## src/rtl/bss_pkg.sv

```systemverilog
// ----------------------------------------------------------------------------
// bss_pkg
// shared widths, op codes, multiplier step codes and controller/datapath
// command and status types for the bezier setpoint smoother
// ----------------------------------------------------------------------------
package bss_pkg;

   localparam int DATA_W             = 32;
   localparam int CFG_W              = 16;
   localparam int OP_W               = 2;
   localparam int TICK_WIDTH_DEFAULT = 16;

   localparam logic [CFG_W-1:0] CONVERGE_RESET = 16'd250;

   typedef logic [OP_W-1:0] op_type;

   localparam op_type OP_TICK = 2'd0;
   localparam op_type OP_SET  = 2'd1;
   localparam op_type OP_SNAP = 2'd2;

   // shared multiplier step codes
   typedef logic [3:0] mul_op_type;

   localparam mul_op_type MUL_NONE  = 4'd0;
   localparam mul_op_type MUL_THIRD = 4'd1;
   localparam mul_op_type MUL_UU    = 4'd2;
   localparam mul_op_type MUL_UT    = 4'd3;
   localparam mul_op_type MUL_UUU   = 4'd4;
   localparam mul_op_type MUL_UUT   = 4'd5;
   localparam mul_op_type MUL_B0P0  = 4'd6;
   localparam mul_op_type MUL_B1P1  = 4'd7;
   localparam mul_op_type MUL_B3P3  = 4'd8;
   localparam mul_op_type MUL_D0    = 4'd9;
   localparam mul_op_type MUL_D1    = 4'd10;

   localparam int MUL_STEPS = 10;

   // issue order puts every step after the registered results of the steps it reads
   function automatic mul_op_type mul_seq(input logic [3:0] idx);
      mul_op_type code;
      case (idx)
         4'd0:    code = MUL_THIRD;
         4'd1:    code = MUL_UU;
         4'd2:    code = MUL_UT;
         4'd3:    code = MUL_UUU;
         4'd4:    code = MUL_UUT;
         4'd5:    code = MUL_B0P0;
         4'd6:    code = MUL_B1P1;
         4'd7:    code = MUL_B3P3;
         4'd8:    code = MUL_D0;
         4'd9:    code = MUL_D1;
         default: code = MUL_NONE;
      endcase
      return code;
   endfunction

   typedef struct packed {
      logic       item_load;
      logic       update;
      logic       div_init;
      logic       div_step;
      mul_op_type mul_op;
      logic       rsp_load;
   } bss_cmd_type;

   typedef struct packed {
      logic set_op;
      logic curve_ok;
   } bss_status_type;

endpackage

```

## src/rtl/bss_ctrl.sv

```systemverilog
// ----------------------------------------------------------------------------
// bss_ctrl
// sequencer: accepts an item, runs the divider and multiplier steps for the
// curve before the state update (new target on a live curve) and after it
// (live curve), and loads the result register
module bss_ctrl import bss_pkg::*; (
   input  logic           clock,
   input  logic           reset,
   input  logic           req_valid,
   output logic           req_ready,
   output logic           rsp_valid,
   input  logic           rsp_ready,
   output bss_cmd_type    cmd,
   input  bss_status_type status
);

   localparam logic [3:0] ST_IDLE     = 4'd0;
   localparam logic [3:0] ST_START    = 4'd1;
   localparam logic [3:0] ST_DIV_INIT = 4'd2;
   localparam logic [3:0] ST_DIV      = 4'd3;
   localparam logic [3:0] ST_MUL      = 4'd4;
   localparam logic [3:0] ST_FLUSH    = 4'd5;
   localparam logic [3:0] ST_UPDATE   = 4'd6;
   localparam logic [3:0] ST_CHECK    = 4'd7;
   localparam logic [3:0] ST_OUTPUT   = 4'd8;

   localparam int DIV_STEPS = CFG_W + 1;

   logic [3:0] state_ff, state_in;
   logic [4:0] step_cnt_ff, step_cnt_in;
   logic       pre_ff, pre_in;
   logic       rsp_valid_ff, rsp_valid_in;

   assign req_ready = (state_ff == ST_IDLE);
   assign rsp_valid = rsp_valid_ff;

   always_comb begin
      state_in     = state_ff;
      step_cnt_in  = step_cnt_ff;
      pre_in       = pre_ff;
      rsp_valid_in = rsp_valid_ff && !rsp_ready;
      cmd          = '0;
      cmd.mul_op   = MUL_NONE;

      unique case (state_ff)
         ST_IDLE: begin
            if (req_valid) begin
               cmd.item_load = 1'b1;
               state_in      = ST_START;
            end
         end
         ST_START: begin
            // a new target latches the slope of the running curve first
            if (status.set_op && status.curve_ok) begin
               pre_in   = 1'b1;
               state_in = ST_DIV_INIT;
            end else begin
               state_in = ST_UPDATE;
            end
         end
         ST_DIV_INIT: begin
            cmd.div_init = 1'b1;
            step_cnt_in  = '0;
            state_in     = ST_DIV;
         end
         ST_DIV: begin
            cmd.div_step = 1'b1;
            if (step_cnt_ff == 5'(DIV_STEPS - 1)) begin
               step_cnt_in = '0;
               state_in    = ST_MUL;
            end else begin
               step_cnt_in = step_cnt_ff + 5'd1;
            end
         end
         ST_MUL: begin
            cmd.mul_op = mul_seq(step_cnt_ff[3:0]);
            if (step_cnt_ff == 5'(MUL_STEPS - 1)) begin
               state_in = ST_FLUSH;
            end else begin
               step_cnt_in = step_cnt_ff + 5'd1;
            end
         end
         ST_FLUSH: begin
            if (pre_ff) begin
               pre_in   = 1'b0;
               state_in = ST_UPDATE;
            end else begin
               state_in = ST_OUTPUT;
            end
         end
         ST_UPDATE: begin
            cmd.update = 1'b1;
            state_in   = ST_CHECK;
         end
         ST_CHECK: begin
            state_in = status.curve_ok ? ST_DIV_INIT : ST_OUTPUT;
         end
         ST_OUTPUT: begin
            if (!rsp_valid_ff || rsp_ready) begin
               cmd.rsp_load = 1'b1;
               rsp_valid_in = 1'b1;
               state_in     = ST_IDLE;
            end
         end
         default: begin
            state_in = ST_IDLE;
         end
      endcase
   end

   always_ff @(posedge clock) begin
      if (reset) begin
         state_ff     <= ST_IDLE;
         step_cnt_ff  <= '0;
         pre_ff       <= 1'b0;
         rsp_valid_ff <= 1'b0;
      end else begin
         state_ff     <= state_in;
         step_cnt_ff  <= step_cnt_in;
         pre_ff       <= pre_in;
         rsp_valid_ff <= rsp_valid_in;
      end
   end

endmodule

```

## config.mk

```make
export PLATFORM = sky130hd
export DESIGN_NAME = bss_ctrl
export DESIGN_NICKNAME = d
export VERILOG_FILES = /design/src/rtl/bss_pkg.sv /design/src/rtl/bss_ctrl.sv
export SDC_FILE = /design/constraint.sdc
export NUM_CORES = 1
export LEC_CHECK = 0
export BUFFER_PORTS_ARGS = -buffer_cell sky130_fd_sc_hd__buf_2
export CAP_MARGIN = 20
export CORE_ASPECT_RATIO = 0.7
export CORE_MARGIN = 8
export CORE_UTILIZATION = 35
export CTS_CLUSTER_SIZE = 12
export DETAILED_ROUTE_END_ITERATION = 8
export PLACE_DENSITY = 0.51
export SYNTH_ARGS = -nofsm -noshare
export SYNTH_HDL_FRONTEND = slang
export SYNTH_SLANG_ARGS = --single-unit
```

## constraint.sdc

```tcl
create_clock -name clock -period 4.9 [get_ports clock]
set_input_delay 0.245 -clock clock [delete_from_list [all_inputs] [get_ports clock]]
set_output_delay 0.245 -clock clock [all_outputs]
set_load 0.05 [all_outputs]
```

==> impl_metrics.csv, run 1 <==
group,metric,value,unit
outcome,outcome,"finished, final reports clean",
floorplanning,initial_core_util,36.6,%
cells_and_area,nets,149,
power_and_ir_drop,total_power,0.563,mW
placement,dp_hpwl,1.76,mm
global_routing,grt_pass1_vias,764,
setup_path,rr_worst_depth,7,
clocking,clk-insertion-delay-late,0.24,ns
power_and_ir_drop,intPower,0.301,mW
job,maxCapViolCount,0,
yosys,synthTopCellsByCount,"15 x dfxtp_1, 11 x nor2_1, 10 x a21oi_1, 10 x inv_1, 7 x ha_1",
clocking,hold_buffers,0,
yosys,synth_fp_nets,134,
timing,fmax,0.409,GHz
timing,finClkSkew,0.000901,ns
setup_path,endpoint_kind,"flop",
detailed_routing,routed-via-count,884,
timing,holdWs,0.296,ns
clocking,post_cts_buffers,0,
cells_and_area,drive_gt1_share,23.0,%
yosys,synth_cell_types,42,
floorplanning,die_h,61.1,microns
yosys,ys_ff_latch,15,
cells_and_area,multi_input_area,651,sq um
cells_and_area,nFillCells,277,
clocking,htree_num_levels,1,
global_routing,grt_pass1_wl,3.78,mm
hold_path,hold_path_depth,3,
floorplanning,fp-row-count,16,
clocking,cts_made_buffers,3,
power_and_ir_drop,combPwrFrac,49.6,%
yosys,synth_top_area_share,29.5,%
cells_and_area,synthToLayoutAreaGrowth,14.3,%
power_and_ir_drop,power_switching,0.263,mW
timing,timing.final.crit_share,49.9,%
yosys,async_flop_share,0,%
yosys,synthFlopType,"dfxtp_1",
yosys,synth_area_leader_cell,"dfxtp_1",
detailed_routing,first_pass_iters,4,
hold_path,hp-start,"status[1]",
floorplanning,ioPinCount,17,
timing,tns,0,ns
timing,tightest_slew,0.557,ns
yosys,synthTopCellsByArea,"dfxtp_1 30%, ha_1 8.6%, a21oi_1 4.9%",
yosys,syn_inst,121,
setup_path,critPathLaunch,"state_ff[2]",
hold_path,hold_path_class,"input port to flop",
power_and_ir_drop,switching_share,46.6,%
power_and_ir_drop,p_clk_share,17.3,%
global_routing,grt.overflow.total,0,
yosys,synth-edff-count,0,
yosys,synth_warnings,0,
global_routing,grt_max_degree,16,
clocking,clkTransAtPathRegs,0.06,ns
yosys,synth_seq_area_share,29.5,%
power_and_ir_drop,leakage,0.501,nW
clocking,clock_sinks,15,
setup_path,worstSetupPathType,"flop to flop",
floorplanning,die_w,80.4,microns
timing,slew_headroom,62.8,%
power_and_ir_drop,p_seq_share,33.0,%
setup_path,path_max_fanout,13,
clocking,post_cts_resized,0,
detailed_routing,drc,0,
global_routing,antenna_found_initial,0,
timing,slew_viol_final,0,
power_and_ir_drop,power_density,485,nW/um^2
timing,setup_viol,0,
detailed_routing,drt-initial-drc-count,83,
setup_path,worstReg2RegStart,"state_ff[2]",
cells_and_area,diodes,0,
setup_path,r2r_setup_slack,2.45,ns
clocking,cts_root_buf,"clkbuf_8",
timing,hold_viol,0,
clocking,cts.path.max_buffers,2,
setup_path,cp_data_required_time,5.04,ns
cells_and_area,fin_util,41.8,%
clocking,cts_tree,"done",
detailed_routing,finalWirelength,2.20,mm
timing,rsz0062_at_grt,"no",
yosys,synth_most_common_cell,"dfxtp_1",
cells_and_area,area.sequential,300,sq um
placement,portBuffers,16,
yosys,avgSynthCellArea,8.41,sq um
setup_path,cp_data_arrival_time,2.58,ns
detailed_routing,routedWlPerCell,12.9,microns
power_and_ir_drop,irDropWorstVdd,0.206,mV
hold_path,holdPathEnd,"pre_ff",
timing,period_minus_slack,2.45,ns
global_routing,track_usage,9.82,%
setup_path,critPathLaunchType,"flop",
floorplanning,die_area,4910,sq um
detailed_routing,vias_per_cell,5.17,
detailed_routing,postRouteAntennaNets,0,
placement,routabilityCongestion,0.770,
yosys,synth.cell_area,1020,sq um
floorplanning,core_area,2780,sq um
-- per-stage QoR --
step / std cells / setup WS (ns) / instance area, sq um
3_5_place_dp: 167 / 2.46 / 1120
3_3_place_gp: 167 / 2.55 / 1120
5_1_grt: 171 / 2.24 / 1160
6_report: 171 / 2.45 / 1160
2_1_floorplan: 121 / 1.85 / 1020
4_1_cts: 171 / 2.44 / 1160
-- layer usage --
layer	global-route usage (%)	wire, microns
met3	4.08	132
met1	13.9	1180
met4	1.55	10
met5	0	0
met2	13.4	877
-- how the worst max path moves through the flow --
| stage | slack, ns | depth (start not counted) | to |
|---|---|---|---|
| final | 2.45 | 7 | flop |
| after global routing | 2.24 | 7 | flop |
| after CTS | 2.44 | 7 | flop |
| after detailed placement | 2.46 | 7 | flop |
| after global placement | 2.55 | 7 | flop |
| after floorplan | 1.85 | 3 | cmd[8] |
-- layout make-up --
class,instances,share of cell area [%]
multi-input combinational,89,56.0
inverter,11,3.55
tap,36,3.88
sequential,15,25.8
clock buffer,4,3.88
timing repair buffer,16,6.89
-- placed cells by master, fill, tap and decap left out, types with 5 or more instances in the layout --
cell	synthesis	layout
nand2_1	6	6
and2_1	6	6
buf_2	2	16
nand2b_1	5	5
dfxtp_1	15	15
inv_1	10	10
ha_1	7	7
nor2_1	11	11
a21oi_1	10	10
-- kinds of logic (layout without fill, tap and decap cells) --
| family | after synthesis | after routing | synth area share (%) |
|---|---|---|---|
| flip-flops | 15 | 15 | 29.5 |
| buffers and inverters | 17 | 31 | 6.52 |
| XOR/XNOR | 4 | 4 | 3.44 |
| AND/OR/NAND/NOR | 51 | 51 | 33.0 |
| AO/OA/AOI/OAI | 27 | 27 | 18.9 |
| adder cells (fa/ha/maj) | 7 | 7 | 8.61 |
-- power by group through the flow --
stage          Clock, mW  Combinational, mW  Sequential (mW)
4_1_cts            0.102              0.282            0.186
3_5_place_dp           0              0.279            0.188
3_3_place_gp           0              0.279            0.187
2_1_floorplan          0              0.250            0.162
5_1_grt            0.107              0.307            0.194
6_report          0.0976              0.280            0.186
-- worst max-delay path, cell delays in order, from the launching register on --
cell	delay, ns
dfxtp_1	0.56
nor4b_2	0.55
a21oi_1	0.20
nand3b_2	0.28
a21oi_2	0.21
inv_2	0.07
ha_1	0.27
a22o_1	0.20
No activity file was read; power rests on OpenSTA's default activity.
==> run 2, diff against run 1 <==
- PLACE_DENSITY: 0.51 -> 0.53
- clock period: 4.9 -> 2 ns (I/O delays scaled with it)
==> run 2 against run 1 <==
The flow now finishes with violations (negative setup slack). Worst setup slack worse by 2.5 ns. Total power grew to 3.1 times the previous value. Largest power group unchanged. Final cell count is 13% higher. Wire length is 22% higher. Non-clock buffer count is 22 higher. Utilization is 10 points higher. Worst hold slack worse by 0.16 ns. Critical path type unchanged. Maximum frequency is 21% higher.
==> impl_metrics.csv, run 2 (synthesis results as in run 1) <==
group,metric,value,unit
clocking,clk-insertion-delay-late,0.25,ns
clocking,clkTransAtPathRegs,0.06,ns
timing,fmax,0.497,GHz
timing,timing.final.crit_share,101,%
outcome,violations,"negative setup slack",
timing,rsz0062_at_grt,"yes",
placement,routabilityCongestion,0.861,
floorplanning,die_area,4910,sq um
global_routing,grt.overflow.total,0,
cells_and_area,synthToLayoutAreaGrowth,42.3,%
global_routing,grt_pass1_vias,914,
floorplanning,core_area,2780,sq um
outcome,outcome,"finished with violations",
global_routing,track_usage,11.6,%
setup_path,cp_data_arrival_time,2.17,ns
detailed_routing,routedWlPerCell,13.8,microns
setup_path,path_max_fanout,5,
detailed_routing,drc,0,
clocking,cts_made_buffers,3,
floorplanning,die_h,61.1,microns
detailed_routing,vias_per_cell,4.96,
detailed_routing,drt-initial-drc-count,117,
placement,post-place-ws,-0.0778,ns
detailed_routing,first_pass_iters,4,
floorplanning,ioPinCount,17,
global_routing,antenna_found_initial,0,
timing,holdWs,0.139,ns
power_and_ir_drop,irDropWorstVdd,0.506,mV
setup_path,worstSetupPathType,"flop to flop",
floorplanning,initial_core_util,36.6,%
detailed_routing,finalWirelength,2.67,mm
detailed_routing,postRouteAntennaNets,0,
timing,finClkSkew,0.00592,ns
floorplanning,fp-row-count,16,
timing,slew_headroom,72.3,%
setup_path,critPathLaunchType,"flop",
detailed_routing,routed-via-count,957,
clocking,cts_tree,"done",
power_and_ir_drop,leakage,0.648,nW
placement,portBuffers,16,
placement,dp_hpwl,2.03,mm
setup_path,cp_data_required_time,2.15,ns
clocking,cts_root_buf,"clkbuf_8",
cells_and_area,fin_util,52.0,%
clocking,htree_num_levels,1,
power_and_ir_drop,power_density,1200,nW/um^2
setup_path,endpoint_kind,"flop",
timing,tightest_slew,0.414,ns
cells_and_area,final_area,1450,sq um
timing,hold_viol,0,
cells_and_area,layout_commonest_cell,"buf_4",
global_routing,grt_pass1_wl,4.45,mm
cells_and_area,nets,171,
timing,slew_viol_final,0,
timing,period_minus_slack,2.01,ns
cells_and_area,drive_gt1_share,43.9,%
placement,post_dp_cell_area,1290,sq um
global_routing,grt_max_degree,13,
cells_and_area,diodes,0,
floorplanning,die_w,80.4,microns
hold_path,hold_path_class,"input port to flop",
job,maxCapViolCount,0,
clocking,cts.path.max_buffers,2,
timing,setup_viol,1,
cells_and_area,layout_common_cells,"20 x buf_4, 16 x buf_2, 11 x nor2_1, 11 x dfxtp_1, 9 x inv_1",
timing,fin_ws,-0.0141,ns
clocking,clock_sinks,15,
==> run 2: through the flow <==
step | TNS [ns] | cells | total power [mW]
2_1_floorplan | 0 | 121 | 1.07
3_3_place_gp | -0.0273 | 183 | 1.35
3_5_place_dp | -0.0778 | 183 | 1.35
4_1_cts | -0.0498 | 190 | 1.65
5_1_grt | -0.259 | 193 | 1.85
6_report | -0.0141 | 193 | 1.73
==> run 2: what timing repair did <==
item	in CTS	in global routing
setup endpoints to repair	2	4
resized for setup	6	11
pin swaps	5	7
buffers inserted	4	4
hold buffers	0	0
==> run 2: final cells by class <==
| class | instances | area, sq um |
|---|---|---|
| Tap cell | 36 | 45.0 |
| Inverter | 11 | 41.3 |
| Clock buffer | 4 | 45.0 |
| Sequential cell | 15 | 305 |
| Fill cell | 250 | 1340 |
| Timing Repair Buffer | 38 | 253 |
| Multi-Input combinational cell | 89 | 758 |
==> run 2: path summary, 6_finish.rpt <==
path                                  start     end  slack, ns  cells past startpoint
worst max-delay path            state_ff[0]    flop      -0.01                      7
worst min-delay path              status[1]  pre_ff       0.14                      3
worst max register to register  state_ff[0]    flop      -0.01                      7
worst min register to register       pre_ff  pre_ff       0.50                      2
==> run 2: power by group <==
group / switching [mW] / leakage (nW) / internal (mW)
registers: 0.0361 / 0.124 / 0.363
logic: 0.622 / 0.501 / 0.456
clock network: 0.111 / 0.0228 / 0.141
total: 0.769 / 0.648 / 0.961
==> run 2: routing by layer <==
layer	track usage (%)	routed length, microns	vias up	part of all wire (%)
met1	16.0	1380	443	52
li1	-	-	495	-
met5	0	0	-	0
met4	2.32	21	0	0.79
met2	16.9	1150	17	43
met3	4.23	118	2	4.4
==> run 2: critical path: stages (launching register included) <==
cell and delay [ns]:
dfxtp_2 0.32, or4b_4 0.56, o21ai_4 0.26, nand3b_4 0.12, a21oi_4 0.17, inv_2 0.08
ha_4 0.21, a22o_1 0.19
